--- config.mk ---
export PLATFORM = sky130hd
export DESIGN_NAME = ramp_cfg
export DESIGN_NICKNAME = d
export VERILOG_FILES = /design/src/rtl/ramp_pkg.sv /design/src/rtl/ramp_cfg.sv
export SDC_FILE = /design/constraint.sdc
export NUM_CORES = 2
export LEC_CHECK = 0
export ABC_AREA = 1
export BUFFER_PORTS_ARGS = -buffer_cell sky130_fd_sc_hd__buf_2
export CAP_MARGIN = 25
export CORE_ASPECT_RATIO = 0.75
export CORE_MARGIN = 2
export CORE_UTILIZATION = 55
export DETAILED_ROUTE_END_ITERATION = 6
export PLACE_DENSITY = 0.74
export SLEW_MARGIN = 20
export SYNTH_ARGS = -nofsm -noshare
export SYNTH_HDL_FRONTEND = slang
export SYNTH_SLANG_ARGS = --single-unit
--- constraint.sdc ---
create_clock -name clk -period 7 [get_ports clk]
set_input_delay 0.7 -clock clk [delete_from_list [all_inputs] [get_ports clk]]
set_output_delay 0.7 -clock clk [all_outputs]
set_load 0.02 [all_outputs]
--- src/rtl/ramp_pkg.sv ---
// ----------------------------------------------------------------------------
// ramp_pkg: shared constants and types of the radial alpha mask
// field widths, reciprocal for the percent scaling and configuration flags
// ----------------------------------------------------------------------------
`timescale 1ns / 1ps
`default_nettype none

package ramp_pkg;

  localparam int COORD_W        = 11;
  localparam int ALPHA_W        = 8;
  localparam int RADIUS_W       = 10;
  localparam int PCT_W          = 7;
  localparam int CFG_IDX_W      = 3;
  localparam int CFG_DATA_W     = 10;
  localparam int MAX_RADIUS_DEF = 1024;

  // fraction bits of the distance square root
  localparam int FRAC_W = 8;

  // squared distance of two coordinate differences
  localparam int DIST_W = 2 * COORD_W + 1;

  // floor(x / 100) = (x * RECIP_100) >> RECIP_SHIFT, exact for x below 2**17
  localparam int RECIP_SHIFT = 24;
  localparam int RECIP_W     = 18;
  localparam logic [RECIP_W-1:0] RECIP_100 = RECIP_W'((2 ** RECIP_SHIFT + 99) / 100);

  localparam logic [ALPHA_W-1:0] ALPHA_OPAQUE = '1;
  localparam logic [ALPHA_W-1:0] ALPHA_CLEAR  = '0;

  typedef struct packed {
    logic hole_enable;
    logic fade_enable;
    logic squared_falloff;
  } cfg_flags_t;

endpackage

`default_nettype wire

--- src/rtl/ramp_cfg.sv ---
// ----------------------------------------------------------------------------
// ramp_cfg: configuration registers and derived mask geometry
// holds the six registers and works out radius, edges and divisors over
// four free-running register steps
// ----------------------------------------------------------------------------
`timescale 1ns / 1ps
`default_nettype none

module ramp_cfg #(
  parameter int MAX_RADIUS = ramp_pkg::MAX_RADIUS_DEF,
  parameter int RW         = ramp_pkg::RADIUS_W
) (
  input  logic                                clk,
  input  logic                                rst_n,
  input  logic                                cfg_valid,
  output logic                                cfg_ready,
  input  logic [ramp_pkg::CFG_IDX_W-1:0]      cfg_index,
  input  logic [ramp_pkg::CFG_DATA_W-1:0]     cfg_data,
  output logic [RW-1:0]                       radius,
  output logic [2*RW-1:0]                     radius_sq,
  output logic [2*RW+1:0]                     hole_sq,
  output logic [2*RW+1:0]                     fade_sq,
  output logic [RW+ramp_pkg::FRAC_W-1:0]      lin_den,
  output logic [2*RW-1:0]                     sq_den,
  output ramp_pkg::cfg_flags_t                flags
);

  localparam int HW = RW + 1;
  localparam int PW = RW + ramp_pkg::PCT_W;
  localparam int MW = PW + ramp_pkg::RECIP_W;

  localparam int SAT_VAL = (MAX_RADIUS - 1 < 2 ** ramp_pkg::RADIUS_W) ?
                           MAX_RADIUS - 1 : 2 ** ramp_pkg::RADIUS_W - 1;
  localparam logic [ramp_pkg::RADIUS_W-1:0] SAT_LIMIT = ramp_pkg::RADIUS_W'(SAT_VAL);

  localparam logic [ramp_pkg::RADIUS_W-1:0] RADIUS_RST = ramp_pkg::RADIUS_W'(64);

  typedef enum logic [ramp_pkg::CFG_IDX_W-1:0] {
    CFG_MASK_RADIUS     = 3'd0,
    CFG_HOLE_PERCENT    = 3'd1,
    CFG_FADE_PERCENT    = 3'd2,
    CFG_HOLE_ENABLE     = 3'd3,
    CFG_FADE_ENABLE     = 3'd4,
    CFG_SQUARED_FALLOFF = 3'd5
  } cfg_idx_t;

  logic [ramp_pkg::RADIUS_W-1:0] mask_radius_r;
  logic [ramp_pkg::PCT_W-1:0]    hole_percent_r;
  logic [ramp_pkg::PCT_W-1:0]    fade_percent_r;
  logic                          hole_enable_r;
  logic                          fade_enable_r;
  logic                          squared_falloff_r;

  logic [2*RW-1:0] radius_sq_r;
  logic [PW-1:0]   hole_prod_r;
  logic [PW-1:0]   fade_prod_r;
  logic [HW-1:0]   hole_r;
  logic [HW-1:0]   fade_r;
  logic [2*HW-1:0] hole_sq_r;
  logic [2*HW-1:0] fade_sq_r;
  logic [RW+ramp_pkg::FRAC_W-1:0] lin_den_r;
  logic [2*RW-1:0] sq_den_r;

  logic [MW-1:0] hole_mul;
  logic [MW-1:0] fade_mul;
  logic [RW-1:0] fade_gap;

  assign cfg_ready = 1'b1;

  always_ff @(posedge clk) begin
    if (!rst_n) begin
      mask_radius_r     <= RADIUS_RST;
      hole_percent_r    <= '0;
      fade_percent_r    <= '0;
      hole_enable_r     <= 1'b0;
      fade_enable_r     <= 1'b0;
      squared_falloff_r <= 1'b0;
    end else if (cfg_valid) begin
      case (cfg_idx_t'(cfg_index))
        CFG_MASK_RADIUS:     mask_radius_r     <= cfg_data[ramp_pkg::RADIUS_W-1:0];
        CFG_HOLE_PERCENT:    hole_percent_r    <= cfg_data[ramp_pkg::PCT_W-1:0];
        CFG_FADE_PERCENT:    fade_percent_r    <= cfg_data[ramp_pkg::PCT_W-1:0];
        CFG_HOLE_ENABLE:     hole_enable_r     <= cfg_data[0];
        CFG_FADE_ENABLE:     fade_enable_r     <= cfg_data[0];
        CFG_SQUARED_FALLOFF: squared_falloff_r <= cfg_data[0];
        default: ;
      endcase
    end
  end

  // radius saturates one below the maximum
  assign radius = (mask_radius_r > SAT_LIMIT) ? SAT_LIMIT[RW-1:0] : mask_radius_r[RW-1:0];

  assign hole_mul = MW'(hole_prod_r) * MW'(ramp_pkg::RECIP_100);
  assign fade_mul = MW'(fade_prod_r) * MW'(ramp_pkg::RECIP_100);
  assign fade_gap = radius - fade_r[RW-1:0];

  always_ff @(posedge clk) begin
    // step one: products of the radius
    radius_sq_r <= (2*RW)'(radius) * (2*RW)'(radius);
    hole_prod_r <= PW'(radius) * PW'(hole_percent_r);
    fade_prod_r <= PW'(radius) * PW'(fade_percent_r);
    // step two: divide by one hundred
    hole_r      <= hole_mul[ramp_pkg::RECIP_SHIFT +: HW];
    fade_r      <= fade_mul[ramp_pkg::RECIP_SHIFT +: HW];
    // step three: squared edges and the linear divisor
    hole_sq_r   <= (2*HW)'(hole_r) * (2*HW)'(hole_r);
    fade_sq_r   <= (2*HW)'(fade_r) * (2*HW)'(fade_r);
    lin_den_r   <= {fade_gap, {ramp_pkg::FRAC_W{1'b0}}};
    // step four: squared divisor
    sq_den_r    <= radius_sq_r - fade_sq_r[2*RW-1:0];
  end

  assign radius_sq = radius_sq_r;
  assign hole_sq   = hole_sq_r;
  assign fade_sq   = fade_sq_r;
  assign lin_den   = lin_den_r;
  assign sq_den    = sq_den_r;

  assign flags.hole_enable     = hole_enable_r;
  assign flags.fade_enable     = fade_enable_r;
  assign flags.squared_falloff = squared_falloff_r;

endmodule

`default_nettype wire

==> impl_metrics.yaml <==
power_and_ir_drop:
  power_density_nw_per_um2: 107
  irDropWorstVdd_mv: 0.197
  power_leakage_nw: 21.3
timing:
  fmax_mhz: 189
  fin_crit_sh: 0.757
  rsz0062_at_grt: "no"
  tightestPinTransition_ps: 969
  fin_tns_setup_ps: 0
  period_needed_ps: 5300
  finalHoldViolCount: 0
  max_slew_margin: 0.353
  slew_viol_final: 0
  setup_ws_ps: 1700
  setup_viol: 0
  fin_worst_skew_ps: 24.3
place:
  dp_cells: 4956
  gp_congestion: 0.939
  hpwl_um: 64000
  dpl_cell_area_um2: 33300
  pre_cts_ws_ps: 1830
  portBuffers: 119
synth:
  synth.area.top_cells: "fa_1, ha_1, inv_1"
  synth_warnings: 0
  netlist_instances: 4133
  synth_area_leader_cell: "fa_1"
  yosysSeqAreaShare: 0.109
  yosys_register_bits: 174
  ys.flop_type: "dfxtp_1"
  synthesis.area_um2: 32100
  avgSynthCellArea_um2: 7.76
  synth_cell_type_count: 41
  async_reset_ff_frac: 0
  yosysTopAreaCellShare: 0.294
  synth-edff-count: 0
clock_tree:
  clkTransAtPathRegs_ps: 100
  cts_hold_buf: 0
  cts_tree: "done"
  root_buffer: "clkbuf_16"
  insertion_delay_ps: 510
  ctsResizeCount: 0
  cts_setup_buffers: 0
  clock_sinks: 174
  clock_path_buffers: 2
  cts_buffers: 17
  h-tree-depth: 4
final_layout:
  multi_input_area_um2: 24000
  stdcell_count: 4988
  fin_nets: 5210
  antenna_cells: 0
  mostFrequentLayoutCells: "inv_1, nand2_1, ha_1"
  seqCellArea_um2: 3480
  drive_above_1_share: 0.0437
  layout_commonest_cell: "inv_1"
  syn_to_final_growth_pct: 5.92
  fillCellCount: 5249
  design_area_um2: 34000
global_routing:
  overflow: 0
  track_usage: 0.260
  grt_pass1_wl_um: 126000
  grt_max_degree: 27
  antenna_found_initial: 0
  grt_pass1_vias: 25300
routing:
  ant_nets: 0
  vias_per_cell: 5.04
  drc: 0
  vias: 25100
  first_pass_iters: 5
  avgRoutedWirePerCell_um: 14.8
  wirelength_um: 73900
  drt_iter0_drc: 1676
floorplanning:
  fp.dieW_um: 283
  rows: 76
  coreArea_um2: 57500
  pin_count: 132
  chipHeight_um: 213
  dieArea_um2: 60300
  start_util: 0.558
setup_path:
  crit_type: "register to register"
  start_kind: "register"
  arrival_ps: 5700
  endpoint_kind: "register"
  reg2reg_setup_slack_ps: 1700
  worstPathRequired_ps: 7410
  crit_fanout: 8
min_path:
  hold_class: "primary input to register"
run:
  maxCapViolCount: 0
status:
  status: "finished, final reports clean"
==> cell families (layout without fill, tap and decap cells) <==
family | Yosys count | in the layout | share of synthesized area
compound gates | 315 | 315 | 0.0539
xor+xnor | 103 | 103 | 0.0281
fa+ha+maj | 999 | 999 | 0.500
buf+inv | 1223 | 1288 | 0.145
flops | 174 | 174 | 0.109
other cells | 2 | 12 | 0.000234
simple gates | 1317 | 1317 | 0.164
==> worst max-delay path: stages, from the launching register on <==
cell and delay [ps]:
dfxtp_1 710, fa_1 570, inv_1 100, fa_1 460, fa_1 500, fa_1 490
inv_1 50, fa_1 510, inv_1 60, fa_1 480, inv_1 40, ha_1 300
a21oi_1 190, o21ai_0 170, nand2_1 100, nor3b_1 260, nand2_1 80, nand2_1 70
nand2_1 40
==> metrics by stage <==
stage	total power, mW	hold slack [ps]	utilization
floorplan	2.20	350	-
global placement	2.60	435	0.580
detailed placement	2.62	445	0.580
CTS	3.68	392	0.591
global route	3.92	439	0.591
finish	3.65	448	0.591
==> registers in the layout, summed over array words and instances, names as in the netlist <==
name	count
fade_prod_r	17
hole_sq	21
hole_r	11
fade_enable_r	1
squared_falloff_r	1
fade_sq	21
fade_percent_r	7
fade_r	11
hole_prod_r	17
lin_den	10
mask_radius_r	10
radius_sq	19
hole_percent_r	7
hole_enable_r	1
sq_den	20
==> synth_stat cells, types with 7 or more instances <==
cell type / instances
a21o_1: 16
nand3_1: 125
fa_1: 471
nor2_1: 230
o21bai_1: 29
a31oi_1: 8
xnor2_1: 30
dfxtp_1: 174
nand4_1: 21
inv_1: 1127
xor2_1: 73
nor3_1: 22
nand2_2: 7
ha_1: 528
buf_4: 17
clkbuf_1: 72
nand2_1: 888
a21oi_1: 168
o21ai_0: 83
==> cell type report <==
| type | count | share of cell area |
|---|---|---|
| multi-input cells | 2746 | 0.706 |
| inverters | 1128 | 0.125 |
| flip-flops and latches | 174 | 0.103 |
| well taps | 780 | 0.0287 |
| repair buffers | 128 | 0.0195 |
| clock buffers | 17 | 0.0125 |
| clock inverters | 15 | 0.00644 |
==> routing by layer <==
layer  up-vias  GRT usage  part of all wire
li1      12400          -                 -
met1     11900      0.382              0.49
met2       733      0.393              0.42
met3        76     0.0573             0.077
met4         0     0.0570             0.017
met5         -          0                 0
==> path summary, 6_finish.rpt <==
path | from | endpoint | depth (start not counted)
worst max-delay path | fade_prod_r[9] | fade_r[3] | 18
worst min-delay path | cfg_data[9] | mask_radius_r[9] | 3
worst max register to register | fade_prod_r[9] | fade_r[3] | 18
worst min register to register | hole_enable_r | hole_enable_r | 2
==> power by group <==
group          total (mW)  switching [mW]  leakage (nW)  internal, mW
registers            1.22           0.116          1.42          1.11
logic                1.40           0.888          19.6         0.513
clock network        1.03           0.530         0.308         0.498
(Power assumes the default switching activity.)
