**config.mk**
```make
export PLATFORM = sky130hd
export DESIGN_NAME = ramp_div
export DESIGN_NICKNAME = d
export VERILOG_FILES = /design/src/rtl/ramp_pkg.sv /design/src/rtl/ramp_div.sv
export SDC_FILE = /design/constraint.sdc
export NUM_CORES = 1
export LEC_CHECK = 0
export ABC_AREA = 1
export BUFFER_PORTS_ARGS = -buffer_cell sky130_fd_sc_hd__buf_2
export CORE_MARGIN = 2
export CORE_UTILIZATION = 60
export CTS_CLUSTER_DIAMETER = 30
export CTS_CLUSTER_SIZE = 24
export DETAILED_ROUTE_END_ITERATION = 7
export HOLD_SLACK_MARGIN = 0.12
export PLACE_DENSITY_LB_ADDON = 0.1
export SYNTH_ARGS = -nofsm -noshare
export SYNTH_HDL_FRONTEND = slang
export SYNTH_SLANG_ARGS = --single-unit
```
**constraint.sdc**
```tcl
create_clock -name clk -period 2.98 [get_ports clk]
set_input_delay 0.596 -clock clk [delete_from_list [all_inputs] [get_ports clk]]
set_output_delay 0.596 -clock clk [all_outputs]
set_load 0.05 [all_outputs]
```
**src/rtl/ramp_pkg.sv**
```systemverilog
// ----------------------------------------------------------------------------
// ramp_pkg: shared constants and types of the radial alpha mask
// field widths, reciprocal for the percent scaling and configuration flags
// ----------------------------------------------------------------------------
`timescale 1ns / 1ps
`default_nettype none

package ramp_pkg;

  localparam int COORD_W        = 11;
  localparam int ALPHA_W        = 8;
  localparam int RADIUS_W       = 10;
  localparam int PCT_W          = 7;
  localparam int CFG_IDX_W      = 3;
  localparam int CFG_DATA_W     = 10;
  localparam int MAX_RADIUS_DEF = 1024;

  // fraction bits of the distance square root
  localparam int FRAC_W = 8;

  // squared distance of two coordinate differences
  localparam int DIST_W = 2 * COORD_W + 1;

  // floor(x / 100) = (x * RECIP_100) >> RECIP_SHIFT, exact for x below 2**17
  localparam int RECIP_SHIFT = 24;
  localparam int RECIP_W     = 18;
  localparam logic [RECIP_W-1:0] RECIP_100 = RECIP_W'((2 ** RECIP_SHIFT + 99) / 100);

  localparam logic [ALPHA_W-1:0] ALPHA_OPAQUE = '1;
  localparam logic [ALPHA_W-1:0] ALPHA_CLEAR  = '0;

  typedef struct packed {
    logic hole_enable;
    logic fade_enable;
    logic squared_falloff;
  } cfg_flags_t;

endpackage

`default_nettype wire

```
**src/rtl/ramp_div.sv**
```systemverilog
// ----------------------------------------------------------------------------
// ramp_div: pipelined restoring divider for the fade alpha
// one quotient bit per stage, eight stages, side data alongside
// ----------------------------------------------------------------------------
`timescale 1ns / 1ps
`default_nettype none

module ramp_div #(
  parameter int DW     = 2 * ramp_pkg::RADIUS_W,
  parameter int SIDE_W = 1
) (
  input  logic                        clk,
  input  logic                        rst_n,
  input  logic                        en,
  input  logic                        in_valid,
  input  logic [DW+ramp_pkg::ALPHA_W-1:0] in_num,
  input  logic [DW-1:0]               in_den,
  input  logic [SIDE_W-1:0]           in_side,
  output logic                        out_valid,
  output logic [ramp_pkg::ALPHA_W-1:0] out_quot,
  output logic [SIDE_W-1:0]           out_side
);

  localparam int QW = ramp_pkg::ALPHA_W;
  localparam int NW = DW + QW;

  logic [QW-1:0]     v_r;
  logic [NW-1:0]     rem_r    [QW];
  logic [DW-1:0]     den_r    [QW];
  logic [QW-1:0]     quot_r   [QW];
  logic [SIDE_W-1:0] side_r   [QW];
  logic [NW-1:0]     rem_nxt  [QW];
  logic [DW-1:0]     den_nxt  [QW];
  logic [QW-1:0]     quot_nxt [QW];
  logic [SIDE_W-1:0] side_nxt [QW];

  always_comb begin
    logic [NW-1:0] rem_cur;
    logic [QW-1:0] quot_cur;
    logic [NW-1:0] trial;
    logic          fits;
    for (int j = 0; j < QW; j++) begin
      if (j == 0) begin
        rem_cur     = in_num;
        quot_cur    = '0;
        den_nxt[j]  = in_den;
        side_nxt[j] = in_side;
      end else begin
        rem_cur     = rem_r[j-1];
        quot_cur    = quot_r[j-1];
        den_nxt[j]  = den_r[j-1];
        side_nxt[j] = side_r[j-1];
      end
      trial       = NW'(den_nxt[j]) << (QW - 1 - j);
      fits        = rem_cur >= trial;
      rem_nxt[j]  = fits ? rem_cur - trial : rem_cur;
      quot_nxt[j] = {quot_cur[QW-2:0], fits};
    end
  end

  always_ff @(posedge clk) begin
    if (!rst_n) begin
      v_r <= '0;
    end else if (en) begin
      v_r <= {v_r[QW-2:0], in_valid};
    end
  end

  always_ff @(posedge clk) begin
    if (en) begin
      for (int j = 0; j < QW; j++) begin
        rem_r[j]  <= rem_nxt[j];
        den_r[j]  <= den_nxt[j];
        quot_r[j] <= quot_nxt[j];
        side_r[j] <= side_nxt[j];
      end
    end
  end

  assign out_valid = v_r[QW-1];
  assign out_quot  = quot_r[QW-1];
  assign out_side  = side_r[QW-1];

endmodule

`default_nettype wire

```
==> results.ini, run 1 <==
[critical_path]
worstSetupEndpointType=flop
timing.critical_path.from_type=flop
cp_data_arrival_time_ns=2.96
max_fanout_on_critical_path=25
worst-setup-path-type=reg -> reg
critPathRequiredTime_ns=3.31

[place]
dp_hpwl_um=60100
finalWeightedCongestion=0.941
buffers_added_on_ports=62
placement.cell_area_um2=27300

[clock_network]
clk_pin_slew_ns=0.06
hold_buffers=1
h-tree-depth=3
cts_tree=done
cts_setup_buffers=0
cts_inserted_buffers=83
worst_skew_pair.late_latency_ns=0.63
numClockSinks=388
cts.path.max_buffers=3
cts_resized=0
cts_root_buffer=clkbuf_16

[finish]
antennaDiodeCount=0
layout.cell_area.non_filler_um2=30200
final_nets=3768
area_added_between_synthesis_and_finish_pct=14.7
post_route_cells_drive_above_1_share_pct=10.3

[sta]
grt_setup_unrepaired=false
post-route-period-util_pct=88.1
worst_hold_slack_ns=0.156
final-max-slew-violation-count=0
setup_tns_ns=0
worst_pin_slew_ns=0.641
fmax_mhz=381
finalSetupViolations=0
post-route-min-period_ns=2.63
worst_clock_skew_ns=0.0301
final_hold_violation_count=0
worst_relative_slew_slack_pct=56.8

[floorplanning]
io_pins=63
initial_utilization_pct=60.9
core_area_um2=43200
dieWidth_um=213
die_area_um2=45500
placementRows=76
die_h_um=213

[synthesis]
synth_sequential_area_ratio_pct=44.0
number_of_warnings_printed_during_yosys_synthesis=0
mean_syn_cell_area_um2=7.73
async_reset_ff_share_pct=0
netlist_area_um2=26300
number_of_nets_produced_by_synthesis=3618
count_of_distinct_cell_types_in_the_synthesized_netlist=44
ys_dominant_reg_cell=edfxtp_1
post_synth_inst_count=3398
synth.ff_latch_count=388
synth_edf_count=380

[hold_path]
hold_class=in -> reg

[drt]
drc_violation_total_after_the_first_tritonroute_iteration=2111
detail_route.vias_per_cell=5.43
postRouteWirelength_um=77300
routedWlPerCell_um=18.4
drcViolationCount=0
drt-pass1-iter-count=6
drt.antenna.violating_nets=0
total_number_of_vias=22800

[job]
timing.max_cap.violations=0

[grt]
initial_antenna_violation_count=0
global_route.overflow_total=0
grt_max_degree=80
first_global_vias=22600
grt_first_pass_wirelength_um=120000
tot_gr_track_use_pct=35.0

[status]
status=complete, no violations

[power_and_ir_drop]
pwr_density_cell_nw_per_um2=926
leakage_uw=0.0150
vdd_ir_drop_max_mv=0.758

## cells in the mapped netlist, types with 3 or more instances
master	instances	area [um^2]
nand3_4	3	52.6
nand2_2	36	225
buf_4	10	75.1
xnor2_1	36	315
nand3_1	194	971
nor2_1	237	890
o21ai_0	36	180
ha_1	160	2000
or2_2	7	43.8
nor3_2	3	30.0
fa_1	7	140
nor2_2	21	131
nand4_1	51	319
dfxtp_1	8	160
xor2_1	41	359
a21oi_1	92	460
nand2_1	1246	4680
buf_6	16	180
o21bai_1	11	82.6
a21oi_2	23	201
inv_1	654	2450
nor3_1	14	70.1
nand3b_1	29	218
o21ai_1	13	65.1
inv_2	13	48.8
edfxtp_1	380	11400
nand3_2	8	80.1
and2_1	7	43.8
o21ai_2	21	184
## metal layers
layer	vias to the layer above	track usage (%)	wire (um)
li1	11100	-	-
met1	10500	40.3	29300
met2	1040	60.7	37700
met3	261	6.16	5720
met4	0	21.5	4610
met5	-	0	0
## through the flow
step                      setup WS (ns)  instances  power (uW)  util (%)
final                             0.355       4202       27900      69.8
after detailed placement          0.398       4047       18600      63.3
after global routing              0.233       4202       29600      69.8
after global placement            0.456       4047       18400      63.3
after floorplan                   0.772       3398       15600         -
after CTS                         0.398       4202       27800      69.8
## critical path, stage by stage (launching register included)
cell and delay, ns:
edfxtp_1 0.36, inv_1 0.09, ha_1 0.17, inv_1 0.10, fa_1 0.44, nand2_1 0.11, nand3_2 0.09, nand2_1 0.08
nand2_2 0.10, nand2_2 0.09, nand3_4 0.21, inv_4 0.35, a21oi_2 0.09
## placed cells by master (no fill, tap or decap), types with 11 or more instances in the layout
master / netlist / layout
o21ai_1: 13 / 13
nand3b_1: 29 / 29
buf_2: 0 / 61
nand3_1: 194 / 194
nand2_1: 1246 / 1246
a21oi_1: 92 / 92
nor3_1: 14 / 14
xnor2_1: 36 / 36
edfxtp_1: 380 / 380
nor2_2: 21 / 21
clkbuf_16: 0 / 85
o21bai_1: 11 / 11
buf_4: 10 / 25
o21ai_2: 21 / 21
nand2_2: 36 / 36
nor2_1: 237 / 237
ha_1: 160 / 160
inv_1: 654 / 654
o21ai_0: 36 / 36
a21oi_2: 23 / 23
nand4_1: 51 / 51
clkinv_1: 2 / 11
xor2_1: 41 / 41
inv_2: 13 / 13
## state kept, by name, indices dropped and copies added, names as in the netlist
name    count
v_r         8
rem_r     196
quot_r     36
den_r     140
side_r      8
## where the power goes
part	switching (uW)	internal (uW)
combinational	6750	3510
sequential	963	7570
clock	3250	5880
total	11000	17000
## area by class of cell
class	instances	area, um^2
Tap cell	585	732
Clock buffer	95	2180
Multi-Input combinational cell	2311	11900
Fill cell	3496	13000
Sequential cell	388	11600
Inverter	671	2520
Timing Repair Buffer	93	618
Clock inverter	59	626
## cell families (layout without fill, tap and decap cells)
group                      after synthesis  after routing  share of synthesized area [%]
adders and majority gates              167            167                           8.15
xor gates and xnor gates                77             77                           2.57
buffers and inverters                  699            918                           10.7
AOI/OAI and AO/OA                      202            202                           4.65
and+or+nand+nor                       1865           1865                           29.9
DFF                                    388            388                           44.0
## final timing paths
check	startpoint	end	slack (ns)	cells after the start
setup / recovery	rem_r[4][2]$_DFFE_PP_	rem_r[5][25]$_DFFE_PP_	0.35	12
hold / removal	in_num[6]	rem_r[0][6]$_DFFE_PP_	0.16	1
setup reg to reg	rem_r[4][2]$_DFFE_PP_	rem_r[5][25]$_DFFE_PP_	0.35	12
hold reg to reg	quot_r[1][9]$_DFFE_PP_	quot_r[1][18]$_DFFE_PP_	0.42	0
(Power assumes the default switching activity.)
==> run 2: changes to the inputs <==
Clock period 2.98 ns to 2.7 ns, I/O delays scaled along.
==> results.ini, run 2 (synthesized netlist as in run 1, its figures left out) <==
[status]
status=complete, no violations

[critical_path]
worst-setup-path-type=reg -> reg
max_fanout_on_critical_path=10
crit_path_cell_trace=inv_1 > ha_1 > a21oi_1 > nand2_1 > a21oi_2 > nand4_2 > buf_4 > nand2_1 > nand2_1
cp_top_family=simple AND/OR/NAND/NOR gates
cp_data_arrival_time_ns=2.98
critPathRequiredTime_ns=3.09
critical-path-slowest-cell=edfxtp_1
critPathMaxStageDelay_ns=0.48
crit_path_frequent_cell=nand2_1
worstSetupEndpointType=flop
timing.critical_path.from_type=flop
timing.critical_path.buf_inv=2

[clock_network]
h-tree-depth=3
cts.path.max_buffers=3
worst_skew_pair.late_latency_ns=0.63
cts_tree=done
numClockSinks=388
cts_root_buffer=clkbuf_16
cts_inserted_buffers=82
clk_pin_slew_ns=0.06

[hold_path]
hold_class=in -> reg

[grt]
grt_max_degree=72
tot_gr_track_use_pct=34.8
grt_first_pass_wirelength_um=120000
first_global_vias=22800
initial_antenna_violation_count=0
global_route.overflow_total=0

[power_and_ir_drop]
vdd_ir_drop_max_mv=0.768
pwr_density_cell_nw_per_um2=1020
leakage_uw=0.0153

[floorplanning]
die_area_um2=45500
dieWidth_um=213
die_h_um=213
io_pins=63
placementRows=76
initial_utilization_pct=60.9
core_area_um2=43200

[finish]
max_flop_register=rem_r
mostFrequentLayoutCell=nand2_1
layout.cell_area.non_filler_um2=30800
most-common-layout-cells=1246 x nand2_1, 654 x inv_1, 380 x edfxtp_1
post_route_cells_drive_above_1_share_pct=11.1
antennaDiodeCount=0
post-route-util_pct=71.3
area_added_between_synthesis_and_finish_pct=17.1
largest_register_ffs=196
largest_registers=rem_r (196), den_r (140), quot_r (36)
final_nets=3813

[drt]
drc_violation_total_after_the_first_tritonroute_iteration=2131
total_number_of_vias=23100
postRouteWirelength_um=76900
detail_route.vias_per_cell=5.43
drcViolationCount=0
drt-pass1-iter-count=6
drt.antenna.violating_nets=0
routedWlPerCell_um=18.1

[sta]
worst_clock_skew_ns=0.0367
fmax_mhz=386
setup_tns_ns=0
final_hold_violation_count=0
post-route-min-period_ns=2.59
grt_setup_unrepaired=false
worst_pin_slew_ns=0.689
post-route-period-util_pct=95.9
worst_relative_slew_slack_pct=53.6
final-max-slew-violation-count=0
finalSetupViolations=0

[job]
timing.max_cap.violations=0

[place]
buffers_added_on_ports=62
placement.cell_area_um2=27600
dp_hpwl_um=59500
finalWeightedCongestion=0.956

run 2: changes by cell type in the layout (fill, tap and decap cells not counted), sizes merged:
cell         previous run  this run
clkinvlp               10         6
nor2                  262       263
clkbuf                 95        87
buf                    92       116
dlygate4sd3             1        22
inv                   683       691
bufinv                  6        11
clkinv                 31        30
run 2: layer usage:
| metal | GRT usage (%) | share of wire (%) |
|---|---|---|
| met1 | 39.3 | 37 |
| met3 | 5.63 | 6.8 |
| met2 | 61.4 | 49 |
| met5 | 0 | 0 |
| met4 | 21.7 | 6.5 |
run 2: metrics by stage:
| step | power [uW] | hold WS (ns) | instances | setup slack (ns) |
|---|---|---|---|---|
| final | 31500 | 0.131 | 4248 | 0.111 |
| after detailed placement | 20700 | 0.405 | 4071 | 0.132 |
| after global routing | 33300 | 0.135 | 4248 | 0.00342 |
| after CTS | 31300 | 0.126 | 4247 | 0.110 |
| after global placement | 20400 | 0.400 | 4071 | 0.184 |
| after floorplan | 17200 | 0.400 | 3398 | 0.548 |
run 2: worst paths after layout:
check | from | to | slack (ns) | cells after the start
worst max-delay path | den_r[1][18]$_DFFE_PP_ | rem_r[2][6]$_DFFE_PP_ | 0.11 | 9
worst max register to register | den_r[1][18]$_DFFE_PP_ | rem_r[2][6]$_DFFE_PP_ | 0.11 | 9
worst min-delay path | in_num[6] | rem_r[0][6]$_DFFE_PP_ | 0.13 | 1
worst min register to register | quot_r[1][22]$_DFFE_PP_ | quot_r[1][31]$_DFFE_PP_ | 0.41 | 0
run 2: timing repair:
action	4_1_cts	5_1_grt
resized for setup	0	1
setup buffers	0	0
endpoints found under the setup margin	0	8
hold buffers	22	0
hold endpoints to repair	22	0
run 2: where the power goes:
group | internal (uW) | total [uW] | switching, uW
Sequential | 8350 | 9310 | 960
Clock | 6910 | 10500 | 3570
Combinational | 4040 | 11700 | 7660
Total | 19300 | 31500 | 12200
run 2: layout make-up:
class / instances / area, um^2
flip-flops and latches: 388 / 11600
inverters: 671 / 2530
fillers: 3457 / 12400
repair buffers: 138 / 1100
well taps: 585 / 732
multi-input cells: 2312 / 11900
clock buffers: 87 / 2130
clock inverters: 67 / 795
