### src/rtl/ramp_pkg.sv
// ----------------------------------------------------------------------------
// ramp_pkg: shared constants and types of the radial alpha mask
// field widths, reciprocal for the percent scaling and configuration flags
// ----------------------------------------------------------------------------
`timescale 1ns / 1ps
`default_nettype none

package ramp_pkg;

  localparam int COORD_W        = 11;
  localparam int ALPHA_W        = 8;
  localparam int RADIUS_W       = 10;
  localparam int PCT_W          = 7;
  localparam int CFG_IDX_W      = 3;
  localparam int CFG_DATA_W     = 10;
  localparam int MAX_RADIUS_DEF = 1024;

  // fraction bits of the distance square root
  localparam int FRAC_W = 8;

  // squared distance of two coordinate differences
  localparam int DIST_W = 2 * COORD_W + 1;

  // floor(x / 100) = (x * RECIP_100) >> RECIP_SHIFT, exact for x below 2**17
  localparam int RECIP_SHIFT = 24;
  localparam int RECIP_W     = 18;
  localparam logic [RECIP_W-1:0] RECIP_100 = RECIP_W'((2 ** RECIP_SHIFT + 99) / 100);

  localparam logic [ALPHA_W-1:0] ALPHA_OPAQUE = '1;
  localparam logic [ALPHA_W-1:0] ALPHA_CLEAR  = '0;

  typedef struct packed {
    logic hole_enable;
    logic fade_enable;
    logic squared_falloff;
  } cfg_flags_t;

endpackage

`default_nettype wire

### src/rtl/ramp_sqrt.sv
// ----------------------------------------------------------------------------
// ramp_sqrt: pipelined integer square root of the squared distance
// one result bit per stage, with eight fraction bits, side data alongside
// ----------------------------------------------------------------------------
`timescale 1ns / 1ps
`default_nettype none

module ramp_sqrt #(
  parameter int RW     = ramp_pkg::RADIUS_W,
  parameter int SIDE_W = 1
) (
  input  logic                          clk,
  input  logic                          rst_n,
  input  logic                          en,
  input  logic                          in_valid,
  input  logic [2*RW-1:0]               in_op,
  input  logic [SIDE_W-1:0]             in_side,
  output logic                          out_valid,
  output logic [RW+ramp_pkg::FRAC_W-1:0] out_root,
  output logic [SIDE_W-1:0]             out_side
);

  localparam int SW = RW + ramp_pkg::FRAC_W;
  localparam int XW = 2 * SW;

  logic [SW-1:0]     v_r;
  logic [XW-1:0]     rem_r    [SW];
  logic [SW-1:0]     root_r   [SW];
  logic [SIDE_W-1:0] side_r   [SW];
  logic [XW-1:0]     rem_nxt  [SW];
  logic [SW-1:0]     root_nxt [SW];
  logic [SIDE_W-1:0] side_nxt [SW];

  // each stage tries the next lower root bit against the remainder
  always_comb begin
    logic [XW-1:0] rem_cur;
    logic [SW-1:0] root_cur;
    logic [XW-1:0] trial;
    logic          fits;
    for (int j = 0; j < SW; j++) begin
      if (j == 0) begin
        rem_cur     = {in_op, {(2*ramp_pkg::FRAC_W){1'b0}}};
        root_cur    = '0;
        side_nxt[j] = in_side;
      end else begin
        rem_cur     = rem_r[j-1];
        root_cur    = root_r[j-1];
        side_nxt[j] = side_r[j-1];
      end
      trial       = (XW'(root_cur) << (SW - j)) | (XW'(1) << (2 * (SW - 1 - j)));
      fits        = rem_cur >= trial;
      rem_nxt[j]  = fits ? rem_cur - trial : rem_cur;
      root_nxt[j] = fits ? (root_cur | (SW'(1) << (SW - 1 - j))) : root_cur;
    end
  end

  always_ff @(posedge clk) begin
    if (!rst_n) begin
      v_r <= '0;
    end else if (en) begin
      v_r <= {v_r[SW-2:0], in_valid};
    end
  end

  always_ff @(posedge clk) begin
    if (en) begin
      for (int j = 0; j < SW; j++) begin
        rem_r[j]  <= rem_nxt[j];
        root_r[j] <= root_nxt[j];
        side_r[j] <= side_nxt[j];
      end
    end
  end

  assign out_valid = v_r[SW-1];
  assign out_root  = root_r[SW-1];
  assign out_side  = side_r[SW-1];

`ifndef NO_ASSERTIONS
  // finished root is the floor: the remainder stays within twice the root
  a_root_floor: assert property (@(posedge clk) disable iff (!rst_n)
    v_r[SW-1] |-> rem_r[SW-1] <= XW'({root_r[SW-1], 1'b0}))
    else $error("square root remainder too large");
`endif

endmodule

`default_nettype wire

### config.mk
export PLATFORM = sky130hd
export DESIGN_NAME = ramp_sqrt
export DESIGN_NICKNAME = d
export VERILOG_FILES = /design/src/rtl/ramp_pkg.sv /design/src/rtl/ramp_sqrt.sv
export SDC_FILE = /design/constraint.sdc
export NUM_CORES = 1
export LEC_CHECK = 0
export BUFFER_PORTS_ARGS = -buffer_cell sky130_fd_sc_hd__buf_2
export CORE_ASPECT_RATIO = 2
export CORE_MARGIN = 3
export CORE_UTILIZATION = 34
export DETAILED_ROUTE_END_ITERATION = 16
export GPL_TIMING_DRIVEN = 0
export PLACE_DENSITY_LB_ADDON = 0.12
export SYNTH_ARGS = -nofsm -noshare
export SYNTH_HDL_FRONTEND = slang
export SYNTH_SLANG_ARGS = --single-unit
### constraint.sdc
create_clock -name clk -period 4.22 [get_ports clk]
set_input_delay 0.422 -clock clk [delete_from_list [all_inputs] [get_ports clk]]
set_output_delay 0.422 -clock clk [all_outputs]
set_load 0.005 [all_outputs]
==> impl_metrics.json, run 1 <==
{
  "pwr-share-seq_pct": 49.0,
  "synthAdderAreaFrac_pct": 7.45,
  "period_minus_slack_ns": 4.14,
  "synth_compound_area_share_pct": 10.5,
  "fmax_mhz": 241,
  "drv_slew": 0,
  "start_kind": "flop",
  "nFillCells": 8398,
  "r2r_slack_ns": 0.08,
  "clock_latency_ns": 0.64,
  "synth_mux_area_share_pct": 1.75,
  "synthXorXnorAreaFrac_pct": 6.62,
  "htreeDepth": 2,
  "cts_tree": "yes",
  "yosysUniqueCellTypes": 78,
  "drtIter0Drc": 837,
  "r2r_start": "rem_r[14][6]",
  "clkPwrFrac_pct": 31.3,
  "path_clk_slew_ns": 0.06,
  "p_switching_mw": 4.75,
  "dp_slack_ns": -0.307,
  "core_area_mm2": 0.0884,
  "comb_power_share_pct": 19.7,
  "yosys_warnings": 0,
  "crit_slowest_cell": "nor4_4",
  "cp_num_buf_inv": 3,
  "syn_inst": 2540,
  "tightest_slew_ns": 1.18,
  "io_pins": 45,
  "vias_per_cell": 5.12,
  "drtPass1Iterations": 6,
  "switching_share_pct": 28.8,
  "cp_cell_sequence": "ha_1, inv_1, fa_1, nor2b_1, o31a_1, o21ai_1, a31oi_2, nor4_4, inv_2, buf_1, nand2_1, nand2_1",
  "antenna_found_initial": 1,
  "syn-num-nets": 2742,
  "root_buffer": "clkbuf_16",
  "cpPeakStageDelay_ns": 0.80,
  "synth_edf_count": 578,
  "final_common_cell": "edfxtp_1",
  "wl_per_cell_um": 19.4,
  "crit_type": "reg2reg",
  "drc_errors": 0,
  "hold_start": "in_valid",
  "grt_pass1_vias": 21813,
  "drive_above_1_share_pct": 6.91,
  "crit_family": "compound AO/OA/AOI/OAI gates",
  "row_count": 154,
  "worstPathRequired_ns": 4.60,
  "cp_data_arrival_time_ns": 4.53,
  "synth-simple-area-share_pct": 12.1,
  "utilization_pct": 38.8,
  "ir_worst_vdd_v": 0.000319,
  "dpl.cell_count": 3760,
  "ys_async_sr_fraction_pct": 0,
  "cts_buffer_depth": 3,
  "port_buffers": 44,
  "die-area_mm2": 0.0933,
  "r2r-end": "rem_r[15][6]",
  "hold_end": "v_r[0]",
  "layoutNonFillerInstCount": 3878,
  "clock-sinks": 596,
  "die_x_um": 218,
  "p_int_mw": 11.8,
  "overflow": 0,
  "final-hold-violation-count": 0,
  "final_cell_mix": "edfxtp_1, inv_1, nor2_1",
  "finClkSkew_ns": 0.0352,
  "finalSetupViolCount": 0,
  "cap_violations": 0,
  "nets": 2868,
  "cpMostUsedCell": "nand2_1",
  "num_vias": 19836,
  "fin_crit_sh_pct": 98.2,
  "fin_ws_ns": 0.0753,
  "rr_worst_depth": 12,
  "syn_area_mm2": 0.0304,
  "p_total_mw": 16.5,
  "p_per_area_mw_per_mm2": 481,
  "hold_path_class": "in2reg",
  "power_leakage_nw": 12.9,
  "ys_seq_elements": 596,
  "cts_buffers": 57,
  "ys_seq_area_share_pct": 58.2,
  "status": "finished clean",
  "totalWireLength_um": 75200,
  "syn_to_final_growth_pct": 12.8,
  "synth-main-ff-cell": "edfxtp_1",
  "antenna_left": 0,
  "die_h_um": 429,
  "cp_max_fo": 11,
  "synth_top_family_by_area": "simple AND/OR/NAND/NOR gates",
  "gp_congestion": 0.924,
  "synth_area_per_cell_um2": 12.0,
  "whs_path_depth": 3,
  "hpwlAfterDp_um": 58400,
  "grt_use_total_pct": 16.1,
  "grt_start_max_net_pins": 130,
  "initial_utilization_pct": 34.4,
  "rsz0062_at_grt": "no",
  "grt_pass1_wl_um": 115000,
  "cts_setup_buffers": 0,
  "maxSlewHeadroom_pct": 20.8,
  "end_kind": "flop"
}
## power groups by stage
stage / combinational, mW / sequential, mW / clock, mW
floorplan: 2.34 / 7.96 / 0
global placement: 3.17 / 8.30 / 0
detailed placement: 3.24 / 8.20 / 0
CTS: 3.27 / 8.08 / 5.36
global route: 3.63 / 8.16 / 5.55
finish: 3.25 / 8.08 / 5.17
## cells in the mapped netlist (20+ instances only)
| library cell | instances | area (µm²) |
|---|---|---|
| mux2_2 | 24 | 270 |
| inv_1 | 222 | 833 |
| nor4_1 | 49 | 307 |
| nand2b_1 | 23 | 144 |
| nand3_1 | 40 | 200 |
| a21o_1 | 48 | 360 |
| nor3_1 | 74 | 370 |
| nand4_1 | 22 | 138 |
| clkbuf_1 | 40 | 150 |
| nor2b_1 | 47 | 294 |
| xor2_1 | 113 | 990 |
| nor2_1 | 175 | 657 |
| xnor2_1 | 117 | 1020 |
| mux2i_1 | 24 | 240 |
| a21oi_1 | 139 | 696 |
| or4_1 | 20 | 150 |
| ha_1 | 170 | 2130 |
| o21ai_0 | 110 | 551 |
| nand2_1 | 159 | 597 |
| o21a_1 | 45 | 338 |
| or3_1 | 30 | 188 |
| edfxtp_1 | 578 | 17400 |
## what timing repair did
action | 4_1_cts | 5_1_grt
endpoints found under the setup margin | 39 | 7
hold buffers | 19 | 0
gates resized for setup | 2 | 4
pin swaps | 0 | 1
hold endpoints to repair | 19 | 0
## per-layer routing
metal,global-route usage (%),part of all wire [%],vias to the layer above
met3,1.80,2.5,259
met1,10.9,26,9553
met4,11.0,7.6,0
li1,-,-,9613
met5,0,0,-
met2,36.6,64,411
## worst register-to-register path: cells and delay by family (launching register included)
kind	cells	cell delay (ns)
compound gates	3	1.17
simple gates	4	1.13
flops	1	0.43
buf+inv	3	0.74
fa+ha+maj	2	0.43
## per-stage QoR
step | area [µm²] | hold slack (ns) | setup TNS, ns
after floorplan | 30400 | 0.400 | 0
after global placement | 32100 | 0.400 | -3733.64
after detailed placement | 32300 | 0.407 | -4.61
after CTS | 34300 | 0.00686 | 0
after global routing | 34300 | 0.0338 | 0
final | 34300 | 0.0643 | 0
## final cells by class
type / instances / area (µm²) / area share [%]
flip-flops and latches: 596 / 17700 / 51.6
multi-input cells: 1674 / 11700 / 34.1
clock buffers: 69 / 1470 / 4.29
well taps: 1170 / 1460 / 4.27
inverters: 226 / 848 / 2.47
repair buffers: 69 / 563 / 1.64
clock inverters: 31 / 379 / 1.11
plain buffers: 42 / 164 / 0.478
diodes: 1 / 2.50 / 0.00729
## state kept, by name, indices dropped and copies added (netlist names)
register	flops
rem_r	389
side_r	18
v_r	18
root_r	171
## worst max-delay path by stage
stage	from	to	slack, ns	depth (start not counted)
after floorplan	rem_r[12][10]	rem_r[13][27]	1.24	12
after global placement	en	v_r[3]	-7.17	5
after detailed placement	rem_r[14][6]	rem_r[15][6]	-0.31	12
after CTS	rem_r[12][10]	rem_r[13][20]	0.09	11
after global routing	rem_r[14][6]	rem_r[15][6]	0.007	12
final	rem_r[14][6]	rem_r[15][6]	0.08	12
## kinds of logic after synthesis
| logic type | after synthesis |
|---|---|
| and+or+nand+nor | 720 |
| DFF | 596 |
| AOI/OAI and AO/OA | 497 |
| buffers and inverters | 270 |
| xor gates and xnor gates | 230 |
| adders and majority gates | 177 |
| muxes | 50 |
No activity file was read; power rests on OpenSTA's default activity.
==> run 2: changes to the inputs <==
--- a/config.mk
+++ b/config.mk
@@ -11,7 +11,9 @@
 export CORE_UTILIZATION = 34
 export DETAILED_ROUTE_END_ITERATION = 16
 export GPL_TIMING_DRIVEN = 0
+export MAX_ROUTING_LAYER = met4
 export PLACE_DENSITY_LB_ADDON = 0.12
+export RECOVER_POWER = 100
 export SYNTH_ARGS = -nofsm -noshare
 export SYNTH_HDL_FRONTEND = slang
 export SYNTH_SLANG_ARGS = --single-unit
==> constraint.sdc (replaced) <==
create_clock -name clk -period 4.22 [get_ports clk]
set_input_delay 0.211 -clock clk [delete_from_list [all_inputs] [get_ports clk]]
set_output_delay 0.211 -clock clk [all_outputs]
set_load 0.005 [all_outputs]
==> run 2 against run 1 <==
Effect of this change: the run now ends with capacitance limit, slew limit left; via count shrank 0.44%; setup slack lost 0.052 ns; wire length grew 0.34%; non-clock buffer count grew 7; clock skew shrank 0.017 ns; global-route usage grew 0.51 points; largest power group unchanged; highest routed layer unchanged.
==> impl_metrics.json, run 2 (synthesized netlist as in run 1, its figures left out) <==
{
  "io_pins": 45,
  "final-hold-violation-count": 0,
  "port_buffers": 44,
  "nets": 2876,
  "r2r_slack_ns": 0.02,
  "num_vias": 19748,
  "multiInputGateArea_mm2": 0.0117,
  "hold_path_class": "in2reg",
  "vias_per_cell": 5.07,
  "wl_per_cell_um": 19.4,
  "cp_data_arrival_time_ns": 4.54,
  "drtPass1Iterations": 9,
  "end_kind": "flop",
  "nFillCells": 8441,
  "root_buffer": "clkbuf_16",
  "cp_max_fo": 8,
  "antenna_found_initial": 1,
  "cp_num_buf_inv": 2,
  "grt_use_total_pct": 16.6,
  "rsz0062_at_grt": "no",
  "fin_crit_sh_pct": 99.5,
  "hpwlAfterDp_um": 58500,
  "status": "finished, violations left",
  "start_kind": "flop",
  "cts_buffer_depth": 3,
  "grt_pass1_vias": 21747,
  "die_h_um": 429,
  "cts_tree": "yes",
  "clock_latency_ns": 0.65,
  "crit_family": "compound AO/OA/AOI/OAI gates",
  "antenna_left": 0,
  "grt_start_max_net_pins": 122,
  "grt_pass1_wl_um": 115000,
  "drv_slew": 205,
  "final_common_cell": "edfxtp_1",
  "htreeDepth": 2,
  "largest_register_ffs": 389,
  "worstPathRequired_ns": 4.56,
  "seqCellArea_mm2": 0.0177,
  "finalSetupViolCount": 0,
  "final_cell_mix": "edfxtp_1, inv_1, nor2_1",
  "layoutNonFillerInstCount": 3893,
  "place_area_mm2": 0.0323,
  "gp_congestion": 0.909,
  "p_per_area_mw_per_mm2": 483,
  "clock-sinks": 596,
  "tightest_slew_ns": 2.19,
  "die_x_um": 218,
  "crit_slowest_cell": "a2111oi_0",
  "core_area_mm2": 0.0884,
  "finClkSkew_ns": 0.0182,
  "cap_violations": 3,
  "violations": "capacitance limit, slew limit",
  "dpl.cell_count": 3760,
  "crit_type": "reg2reg",
  "power_leakage_nw": 12.9,
  "drive_above_1_share_pct": 5.95,
  "top_register": "rem_r",
  "drtIter0Drc": 1037,
  "ir_worst_vdd_v": 0.000336,
  "syn_to_final_growth_pct": 12.9,
  "cp_cell_sequence": "ha_1, clkbuf_1, and3_1, nand2b_1, or2_2, o211a_1, inv_2, nand2b_1, a2111oi_0, xor2_1",
  "path_clk_slew_ns": 0.06,
  "cts_buffers": 58,
  "totalWireLength_um": 75500,
  "period_minus_slack_ns": 4.20,
  "initial_utilization_pct": 34.4,
  "drc_errors": 0,
  "cpMostUsedCell": "nand2b_1",
  "top_regs": "rem_r: 389 flops, root_r: 171 flops",
  "utilization_pct": 38.8,
  "cpPeakStageDelay_ns": 1.00,
  "fin_area_mm2": 0.0343,
  "fmax_mhz": 238,
  "overflow": 0,
  "row_count": 154,
  "holdWs_ns": 0.274,
  "die-area_mm2": 0.0933,
  "maxSlewHeadroom_pct": -45.9
}
## run 2: path summary, 6_finish.rpt
kind / startpoint / end / depth (start not counted)
worst max register to register: rem_r[15][19] / rem_r[16][32] / 10
worst max-delay path: rem_r[15][19] / rem_r[16][32] / 10
worst min register to register: side_r[2] / side_r[3] / 0
worst min-delay path: in_op[10] / rem_r[0][26] / 2
## run 2: power breakdown
group          internal, mW  leakage [nW]  switching [mW]
Combinational          1.34          6.42            1.92
Clock                  2.92         0.914            2.32
Sequential             7.50          5.56           0.586
Total                  11.8          12.9            4.83
## run 2: final cells by class
class	instances	area share [%]
antenna	1	0.00729
sequential	596	51.6
buffer	43	0.477
inverter	226	2.47
clock buffer	72	4.38
clock inverter	36	1.11
tap	1170	4.26
timing repair buffer	75	1.59
multi-input combinational	1674	34.1
## run 2: per-stage QoR
step                      worst slack, ns  total power [mW]  TNS (ns)
after detailed placement           -0.187              11.5     -2.73
after global placement              -6.94              11.5  -3596.60
after global routing              0.00684              17.4         0
final                              0.0230              16.6         0
after CTS                          0.0735              16.8         0
after floorplan                      1.24              10.3         0
## run 2: routing by layer
metal | part of all wire [%] | global-route usage (%)
met1 | 26 | 11.0
met2 | 63 | 36.3
met3 | 2.2 | 1.83
met4 | 8.0 | 11.6
met5 | 0 | -
## run 2: repair_timing
action                                  CTS  global route
hold buffers                             25             0
endpoints found under the setup margin   39             1
pin swaps                                 0             0
gates resized for setup                   2             1
setup buffers                             0             0
endpoints found under the hold margin    30             0
